--- config.mk ---
export PLATFORM = sky130hd
export DESIGN_NAME = ipv4_receive_header_filter
export DESIGN_NICKNAME = d
export VERILOG_FILES = /design/src/rtl/ipv4rx_pkg.sv /design/src/rtl/ipv4rx_in_reg.sv /design/src/rtl/ipv4rx_hdr_core.sv /design/src/rtl/ipv4rx_out_reg.sv /design/src/rtl/ipv4_receive_header_filter.sv
export SDC_FILE = /design/constraint.sdc
export NUM_CORES = 1
export LEC_CHECK = 0
export ABC_CLOCK_PERIOD_IN_PS = 4070
export BUFFER_PORTS_ARGS = -buffer_cell sky130_fd_sc_hd__buf_2
export CORE_MARGIN = 1.5
export CORE_UTILIZATION = 53
export DETAILED_ROUTE_END_ITERATION = 6
export PLACE_DENSITY = 0.81
export SYNTH_ARGS = -nofsm -noshare
export SYNTH_HDL_FRONTEND = slang
export SYNTH_HIERARCHICAL = 1
export SYNTH_SLANG_ARGS = --single-unit
--- constraint.sdc ---
create_clock -name clk -period 4.07 [get_ports clk]
set_input_delay 0.814 -clock clk [delete_from_list [all_inputs] [get_ports clk]]
set_output_delay 0.814 -clock clk [all_outputs]
set_load 0.05 [all_outputs]
--- src/rtl/ipv4rx_pkg.sv ---
// Types and constants of the IPv4 receive header filter.
package ipv4rx_pkg;

    localparam int HEADER_BYTES = 20;
    localparam int POS_W        = 5;

    typedef logic [POS_W-1:0] ipv4rx_pos_t;

    // Header byte positions of the captured fields.
    localparam ipv4rx_pos_t POS_VER_IHL   = ipv4rx_pos_t'(0);
    localparam ipv4rx_pos_t POS_LEN_HI    = ipv4rx_pos_t'(2);
    localparam ipv4rx_pos_t POS_LEN_LO    = ipv4rx_pos_t'(3);
    localparam ipv4rx_pos_t POS_PROTO     = ipv4rx_pos_t'(9);
    localparam ipv4rx_pos_t POS_SRC_FIRST = ipv4rx_pos_t'(12);
    localparam ipv4rx_pos_t POS_SRC_LAST  = ipv4rx_pos_t'(15);
    localparam ipv4rx_pos_t POS_DST_FIRST = ipv4rx_pos_t'(16);
    localparam ipv4rx_pos_t POS_LAST      = ipv4rx_pos_t'(HEADER_BYTES - 1);
    localparam ipv4rx_pos_t POS_DONE      = ipv4rx_pos_t'(HEADER_BYTES);

    // Verdict codes.
    localparam logic [2:0] VERDICT_ICMP     = 3'd0;
    localparam logic [2:0] VERDICT_TCP      = 3'd1;
    localparam logic [2:0] VERDICT_OTHER    = 3'd2;
    localparam logic [2:0] VERDICT_BAD_CSUM = 3'd3;
    localparam logic [2:0] VERDICT_ADDR     = 3'd4;

    localparam logic [7:0]  PROTO_ICMP   = 8'd1;
    localparam logic [7:0]  PROTO_TCP    = 8'd6;
    localparam logic [31:0] BROADCAST_IP = 32'hFFFF_FFFF;
    localparam logic [15:0] CSUM_GOOD    = 16'hFFFF;

    typedef struct packed {
        logic [7:0] data_byte;
        logic       start_of_packet;
    } ipv4rx_in_t;

    typedef struct packed {
        logic [2:0]  verdict;
        logic [7:0]  protocol_number;
        logic [31:0] source_ip;
        logic [5:0]  payload_offset;
        logic [15:0] payload_length;
    } ipv4rx_out_t;

endpackage

--- src/rtl/ipv4rx_in_reg.sv ---
// Input register of the IPv4 receive header filter.
module ipv4rx_in_reg
    import ipv4rx_pkg::*;
(
    input  logic       clk,
    input  logic       rst_n,
    input  logic       rx_valid,
    output logic       rx_ready,
    input  ipv4rx_in_t rx_item,
    output logic       item_valid,
    output ipv4rx_in_t item,
    input  logic       consume
);

    logic       valid_reg;
    logic       valid_next;
    ipv4rx_in_t item_reg;

    assign rx_ready   = !valid_reg || consume;
    assign item_valid = valid_reg;
    assign item       = item_reg;

    always_comb
    begin
        if (rx_valid && rx_ready)
        begin
            valid_next = 1'b1;
        end
        else if (consume)
        begin
            valid_next = 1'b0;
        end
        else
        begin
            valid_next = valid_reg;
        end
    end

    always_ff @(posedge clk or negedge rst_n)
    begin
        if (!rst_n)
        begin
            valid_reg <= 1'b0;
        end
        else
        begin
            valid_reg <= valid_next;
        end
    end

    always_ff @(posedge clk)
    begin
        if (rx_valid && rx_ready)
        begin
            item_reg <= rx_item;
        end
    end

endmodule

--- src/rtl/ipv4rx_hdr_core.sv ---
// Header field capture, checksum accumulation and verdict logic.
module ipv4rx_hdr_core
    import ipv4rx_pkg::*;
(
    input  logic        clk,
    input  logic        rst_n,
    input  logic        item_valid,
    input  ipv4rx_in_t  item,
    input  logic [31:0] local_ip,
    input  logic        out_free,
    output logic        consume,
    output logic        result_valid,
    output ipv4rx_out_t result
);

    ipv4rx_pos_t pos_reg, pos_next;
    logic [15:0] sum_reg, sum_next;
    logic [7:0]  pend_reg, pend_next;
    logic [3:0]  ihl_reg, ihl_next;
    logic [15:0] len_reg, len_next;
    logic [7:0]  proto_reg, proto_next;
    logic [31:0] src_reg, src_next;
    logic [31:0] dst_reg, dst_next;

    ipv4rx_pos_t pos_eff;
    logic [15:0] sum_eff;
    logic [7:0]  pend_eff;
    logic [16:0] sum_add;
    logic [15:0] sum_fold;
    logic [31:0] dst_full;
    logic [5:0]  offset;
    logic        active;
    logic        is_last;

    // A start mark abandons whatever header was in progress.
    assign pos_eff  = item.start_of_packet ? '0 : pos_reg;
    assign sum_eff  = item.start_of_packet ? '0 : sum_reg;
    assign pend_eff = item.start_of_packet ? '0 : pend_reg;

    assign active  = (pos_eff < POS_DONE);
    assign is_last = (pos_eff == POS_LAST);

    assign sum_add  = {1'b0, sum_eff} + {1'b0, pend_eff, item.data_byte};
    assign sum_fold = sum_add[16] ? (sum_add[15:0] + 16'd1) : sum_add[15:0];
    assign dst_full = {dst_reg[23:0], item.data_byte};
    assign offset   = {ihl_reg, 2'b00};

    assign result_valid = item_valid && is_last;
    assign consume      = item_valid && (!is_last || out_free);

    always_comb
    begin
        result.protocol_number = proto_reg;
        result.source_ip       = src_reg;
        result.payload_offset  = offset;
        result.payload_length  = len_reg - {10'd0, offset};
        if (sum_fold != CSUM_GOOD)
        begin
            result.verdict = VERDICT_BAD_CSUM;
        end
        else if ((dst_full != local_ip) && (dst_full != BROADCAST_IP))
        begin
            result.verdict = VERDICT_ADDR;
        end
        else if (proto_reg == PROTO_ICMP)
        begin
            result.verdict = VERDICT_ICMP;
        end
        else if (proto_reg == PROTO_TCP)
        begin
            result.verdict = VERDICT_TCP;
        end
        else
        begin
            result.verdict = VERDICT_OTHER;
        end
    end

    always_comb
    begin
        pos_next   = pos_reg;
        sum_next   = sum_reg;
        pend_next  = pend_reg;
        ihl_next   = ihl_reg;
        len_next   = len_reg;
        proto_next = proto_reg;
        src_next   = src_reg;
        dst_next   = dst_reg;
        if (consume && active)
        begin
            pos_next = pos_eff + ipv4rx_pos_t'(1);
            sum_next = sum_eff;
            if (pos_eff[0] == 1'b0)
            begin
                pend_next = item.data_byte;
            end
            else
            begin
                pend_next = pend_eff;
                sum_next  = sum_fold;
            end
            case (pos_eff) inside
                POS_VER_IHL:                  ihl_next   = item.data_byte[3:0];
                POS_LEN_HI:                   len_next   = {item.data_byte, len_reg[7:0]};
                POS_LEN_LO:                   len_next   = {len_reg[15:8], item.data_byte};
                POS_PROTO:                    proto_next = item.data_byte;
                [POS_SRC_FIRST:POS_SRC_LAST]: src_next   = {src_reg[23:0], item.data_byte};
                [POS_DST_FIRST:POS_LAST]:     dst_next   = dst_full;
                default:                      ;
            endcase
        end
    end

    always_ff @(posedge clk or negedge rst_n)
    begin
        if (!rst_n)
        begin
            pos_reg  <= '0;
            sum_reg  <= '0;
            pend_reg <= '0;
        end
        else
        begin
            pos_reg  <= pos_next;
            sum_reg  <= sum_next;
            pend_reg <= pend_next;
        end
    end

    always_ff @(posedge clk)
    begin
        ihl_reg   <= ihl_next;
        len_reg   <= len_next;
        proto_reg <= proto_next;
        src_reg   <= src_next;
        dst_reg   <= dst_next;
    end

endmodule

--- src/rtl/ipv4rx_out_reg.sv ---
// Result register of the IPv4 receive header filter.
module ipv4rx_out_reg
    import ipv4rx_pkg::*;
(
    input  logic        clk,
    input  logic        rst_n,
    input  logic        result_valid,
    input  ipv4rx_out_t result,
    output logic        out_free,
    output logic        res_valid,
    input  logic        res_ready,
    output ipv4rx_out_t res_item
);

    logic        valid_reg;
    logic        valid_next;
    logic        load;
    ipv4rx_out_t res_reg;

    assign out_free  = !valid_reg || res_ready;
    assign load      = result_valid && out_free;
    assign res_valid = valid_reg;
    assign res_item  = res_reg;

    always_comb
    begin
        if (load)
        begin
            valid_next = 1'b1;
        end
        else if (res_ready)
        begin
            valid_next = 1'b0;
        end
        else
        begin
            valid_next = valid_reg;
        end
    end

    always_ff @(posedge clk or negedge rst_n)
    begin
        if (!rst_n)
        begin
            valid_reg <= 1'b0;
        end
        else
        begin
            valid_reg <= valid_next;
        end
    end

    always_ff @(posedge clk)
    begin
        if (load)
        begin
            res_reg <= result;
        end
    end

endmodule

--- src/rtl/ipv4_receive_header_filter.sv ---
// Top level of the IPv4 receive header filter.
//
//   Channel   Signals                          Moves
//   rx        rx_valid, rx_ready, rx_item      one packet byte with start mark
//   res       res_valid, res_ready, res_item   one verdict per complete header
//   cfg       cfg_valid, cfg_ready, cfg_data   the local IPv4 address
//
// One byte is taken per cycle unless the last header byte waits in the input
// register for the result register to free up. A byte goes into the input
// register, from which the header logic folds it into the running state; on the
// last header byte the verdict goes into the result register and leaves it on res_ready.
// Reset clears the byte position, the running sum and both valid flags, and
// sets the local address to zero.
// A result that waits in the result register holds back the last header byte of
// the next packet and the bytes behind it; all earlier bytes keep flowing.
// Configuration transfers are always taken.
module ipv4_receive_header_filter
    import ipv4rx_pkg::*;
(
    input  logic        clk,
    input  logic        rst_n,
    input  logic        rx_valid,
    output logic        rx_ready,
    input  ipv4rx_in_t  rx_item,
    output logic        res_valid,
    input  logic        res_ready,
    output ipv4rx_out_t res_item,
    input  logic        cfg_valid,
    output logic        cfg_ready,
    input  logic [31:0] cfg_data
);

    logic [31:0] local_ip_reg;
    logic        item_valid;
    ipv4rx_in_t  item;
    logic        consume;
    logic        out_free;
    logic        result_valid;
    ipv4rx_out_t result;

    // The address register can be written in any cycle.
    assign cfg_ready = 1'b1;

    always_ff @(posedge clk or negedge rst_n)
    begin
        if (!rst_n)
        begin
            local_ip_reg <= '0;
        end
        else if (cfg_valid && cfg_ready)
        begin
            local_ip_reg <= cfg_data;
        end
    end

    // Input register: holds one byte until the header logic takes it.
    ipv4rx_in_reg u_in_reg (
        .clk        (clk),
        .rst_n      (rst_n),
        .rx_valid   (rx_valid),
        .rx_ready   (rx_ready),
        .rx_item    (rx_item),
        .item_valid (item_valid),
        .item       (item),
        .consume    (consume)
    );

    // Header logic: position counter, ones' complement sum, field capture
    // and the verdict decision on the last header byte.
    ipv4rx_hdr_core u_hdr_core (
        .clk          (clk),
        .rst_n        (rst_n),
        .item_valid   (item_valid),
        .item         (item),
        .local_ip     (local_ip_reg),
        .out_free     (out_free),
        .consume      (consume),
        .result_valid (result_valid),
        .result       (result)
    );

    // Result register: separates the result consumer from the byte stream.
    ipv4rx_out_reg u_out_reg (
        .clk          (clk),
        .rst_n        (rst_n),
        .result_valid (result_valid),
        .result       (result),
        .out_free     (out_free),
        .res_valid    (res_valid),
        .res_ready    (res_ready),
        .res_item     (res_item)
    );

endmodule

==> impl_metrics.json <==
{
  "regToRegSetupSlack_ns": 0.24,
  "fin_setup_tns_ns": 0,
  "yosysUniqueCellTypes": 79,
  "hold_viol": 0,
  "fp.dieW_um": 141,
  "synth_cells": 724,
  "power.density_nw_per_um2": 456,
  "fin_crit_sh": 0.940,
  "grt_max_degree": 66,
  "grt_pass1_vias": 6175,
  "synth_top_area_share": 0.470,
  "viasPerCell": 5.68,
  "setup_viol": 0,
  "hpwl_um": 13700,
  "max_slew.worst_pin.slew_ns": 0.985,
  "synthFlopType": "edfxtp_1",
  "worstPathCellList": "nor2b_1 > ha_1 > fa_1 > a211oi_4 > o21ai_1 > xnor2_1 > a211o_1 > nor4_4 > nand4_1 > xnor2_1 > nand4_2 > a311o_1",
  "status": "complete, no violations",
  "drv_slew": 0,
  "track_usage": 0.204,
  "worstPathArrival_ns": 4.07,
  "crit_slowest_cell": "fa_1",
  "hp-class": "in -> async",
  "max_freq_mhz": 261,
  "seq_area_frac_synth": 0.627,
  "area_growth_pct": 15.6,
  "slowest_delay_ns": 0.46,
  "drtIter0Drc": 487,
  "largest_register_ffs": 65,
  "startpoint_type": "flip-flop",
  "die-height_um": 141,
  "drv_cap": 0,
  "crit_family": "compound AO/OA/AOI/OAI gates",
  "core_sq_um": 18700,
  "drive_gt1_frac": 0.271,
  "htreeDepth": 1,
  "crit_top_cell": "xnor2_1",
  "ant_nets": 0,
  "syn_avg_cell_area_sq_um": 13.9,
  "async_flop_share": 0.285,
  "clock_path_buffers": 3,
  "antenna_found_initial": 0,
  "cts_buffers": 22,
  "period_minus_slack_ns": 3.83,
  "synthTopCellsByArea": "edfxtp_1 47%, dfrtp_1 16%, mux2_4 4.5%",
  "clock_latency_ns": 0.50,
  "wl_per_cell_um": 17.8,
  "worstPathRequired_ns": 4.32,
  "endpoint_kind": "flip-flop",
  "die_area_sq_um": 19900,
  "routabilityCongestion": 0.917,
  "path_clk_slew_ns": 0.06,
  "rsz0062_at_grt": "no",
  "slew_headroom": 0.343,
  "cts_root_buf": "clkbuf_16",
  "start_util": 0.539,
  "drc": 0,
  "max-vdd-ir-drop_mv": 0.369,
  "yosysWarnings": 6,
  "grt_pass1_wl_um": 32100,
  "first_pass_iters": 5,
  "nNetsFinal": 932,
  "place_area_sq_um": 10900,
  "num_io_pins": 114,
  "crit_type": "reg -> reg",
  "p_leak_nw": 4.64,
  "port_buffers": 112,
  "syn-cell-area_sq_um": 10100,
  "crit_fanout": 4,
  "cts_tree": "done",
  "crit_buf_inv": 0,
  "synth_most_common_cell": "edfxtp_1",
  "cts.sinks": 221,
  "synthTopCellsByCount": "158 x edfxtp_1, 63 x dfrtp_1, 50 x nand2_1, 45 x xor2_1, 34 x o21ai_0",
  "synth.ff_latch_count": 221,
  "vias": 6296,
  "design_area_sq_um": 11700,
  "gr-total-overflow": 0,
  "fin_skew_ns": 0.00855,
  "rows": 50,
  "synth_top_area_cell": "edfxtp_1",
  "finalWirelength_um": 19700,
  "n_fill_cell": 1392,
  "synth_edf_count": 158
}
-- stage by stage --
stage	cells	total power, mW	hold slack (ns)	setup WS, ns	util
2_1_floorplan	725	3.20	0.400	0.0662	-
3_3_place_gp	1068	3.37	0.402	0.341	0.585
3_5_place_dp	1068	3.39	0.406	0.267	0.585
4_1_cts	1108	5.35	0.258	0.255	0.622
5_1_grt	1108	5.55	0.288	0.0213	0.623
6_report	1109	5.32	0.260	0.244	0.623
-- metal layers --
layer  GRT usage  vias to the layer above  part of all wire
met5           0                        -                 0
met4      0.0565                        0             0.020
met3      0.0408                       40             0.068
met2       0.333                      243              0.47
met1       0.282                     3059              0.44
li1            -                     2954                 -
-- cells by family (layout without fill, tap and decap cells) --
logic type,Yosys count,count (layout),synth area share
AOI/OAI and AO/OA,114,114,0.0800
xor gates and xnor gates,63,63,0.0547
adders and majority gates,28,28,0.0362
buffers and inverters,40,189,0.0244
DFF,221,221,0.627
muxes,43,43,0.0590
other,2,4,0.000745
and+or+nand+nor,213,213,0.118
-- what timing repair did --
action                     in CTS  in global routing
setup endpoints to repair       0                  2
hold endpoints to repair        0                  0
hold buffers                    0                  0
gates resized for setup         0                  3
buffers inserted                0                  0
-- power breakdown --
part           total (mW)  internal (mW)  switching, mW
Clock                1.95           1.14          0.808
Sequential           2.60           2.52         0.0794
Combinational       0.768          0.332          0.435
-- final timing paths --
check                                        from                      to  cells after the start
min                                         rst_n   u_hdr_core/sum_reg[9]                      1
min in group clk           u_hdr_core/src_reg[26]  u_out_reg/res_item[48]                      0
max reg2reg                 u_hdr_core/sum_reg[0]  u_out_reg/res_item[62]                     12
max                         u_hdr_core/sum_reg[0]  u_out_reg/res_item[62]                     12
max in group asynchronous                   rst_n        local_ip_reg[27]                      2
min reg2reg                u_hdr_core/src_reg[26]  u_out_reg/res_item[48]                      0
-- cell type report --
cell class                 instances  area [sq um]  area share
sequential                       221          6320       0.542
multi-input combinational        464          3540       0.304
timing repair buffer             133           731      0.0627
clock buffer                      26           576      0.0494
tap                              234           293      0.0251
clock inverter                    14           129      0.0111
inverter                          16          60.1     0.00515
antenna                            1          2.50    0.000215
-- cell usage in the layout (no fill, tap or decap), types with 3 or more instances in the layout --
cell type / n
nor3_1: 14
or3_1: 4
clkbuf_16: 22
mux2_4: 30
clkinv_2: 5
nand2b_1: 5
ha_1: 26
nand4_1: 14
inv_1: 15
o21ai_0: 32
nor2b_1: 29
buf_4: 20
clkbuf_1: 3
clkinv_1: 6
nor4_1: 14
a21o_1: 3
nor2_1: 27
a211o_1: 4
dfrtp_1: 63
buf_2: 112
and4_1: 4
a21oi_1: 23
o211ai_1: 3
o31a_1: 3
nand3_1: 10
xor2_1: 45
xnor2_1: 18
nand2_1: 50
o21ai_1: 4
edfxtp_1: 158
and3_1: 13
a22oi_1: 10
conb_1: 3
o31ai_1: 5
mux2_2: 12
a22o_1: 3
Note: power is estimated with default switching activity, not from simulation.
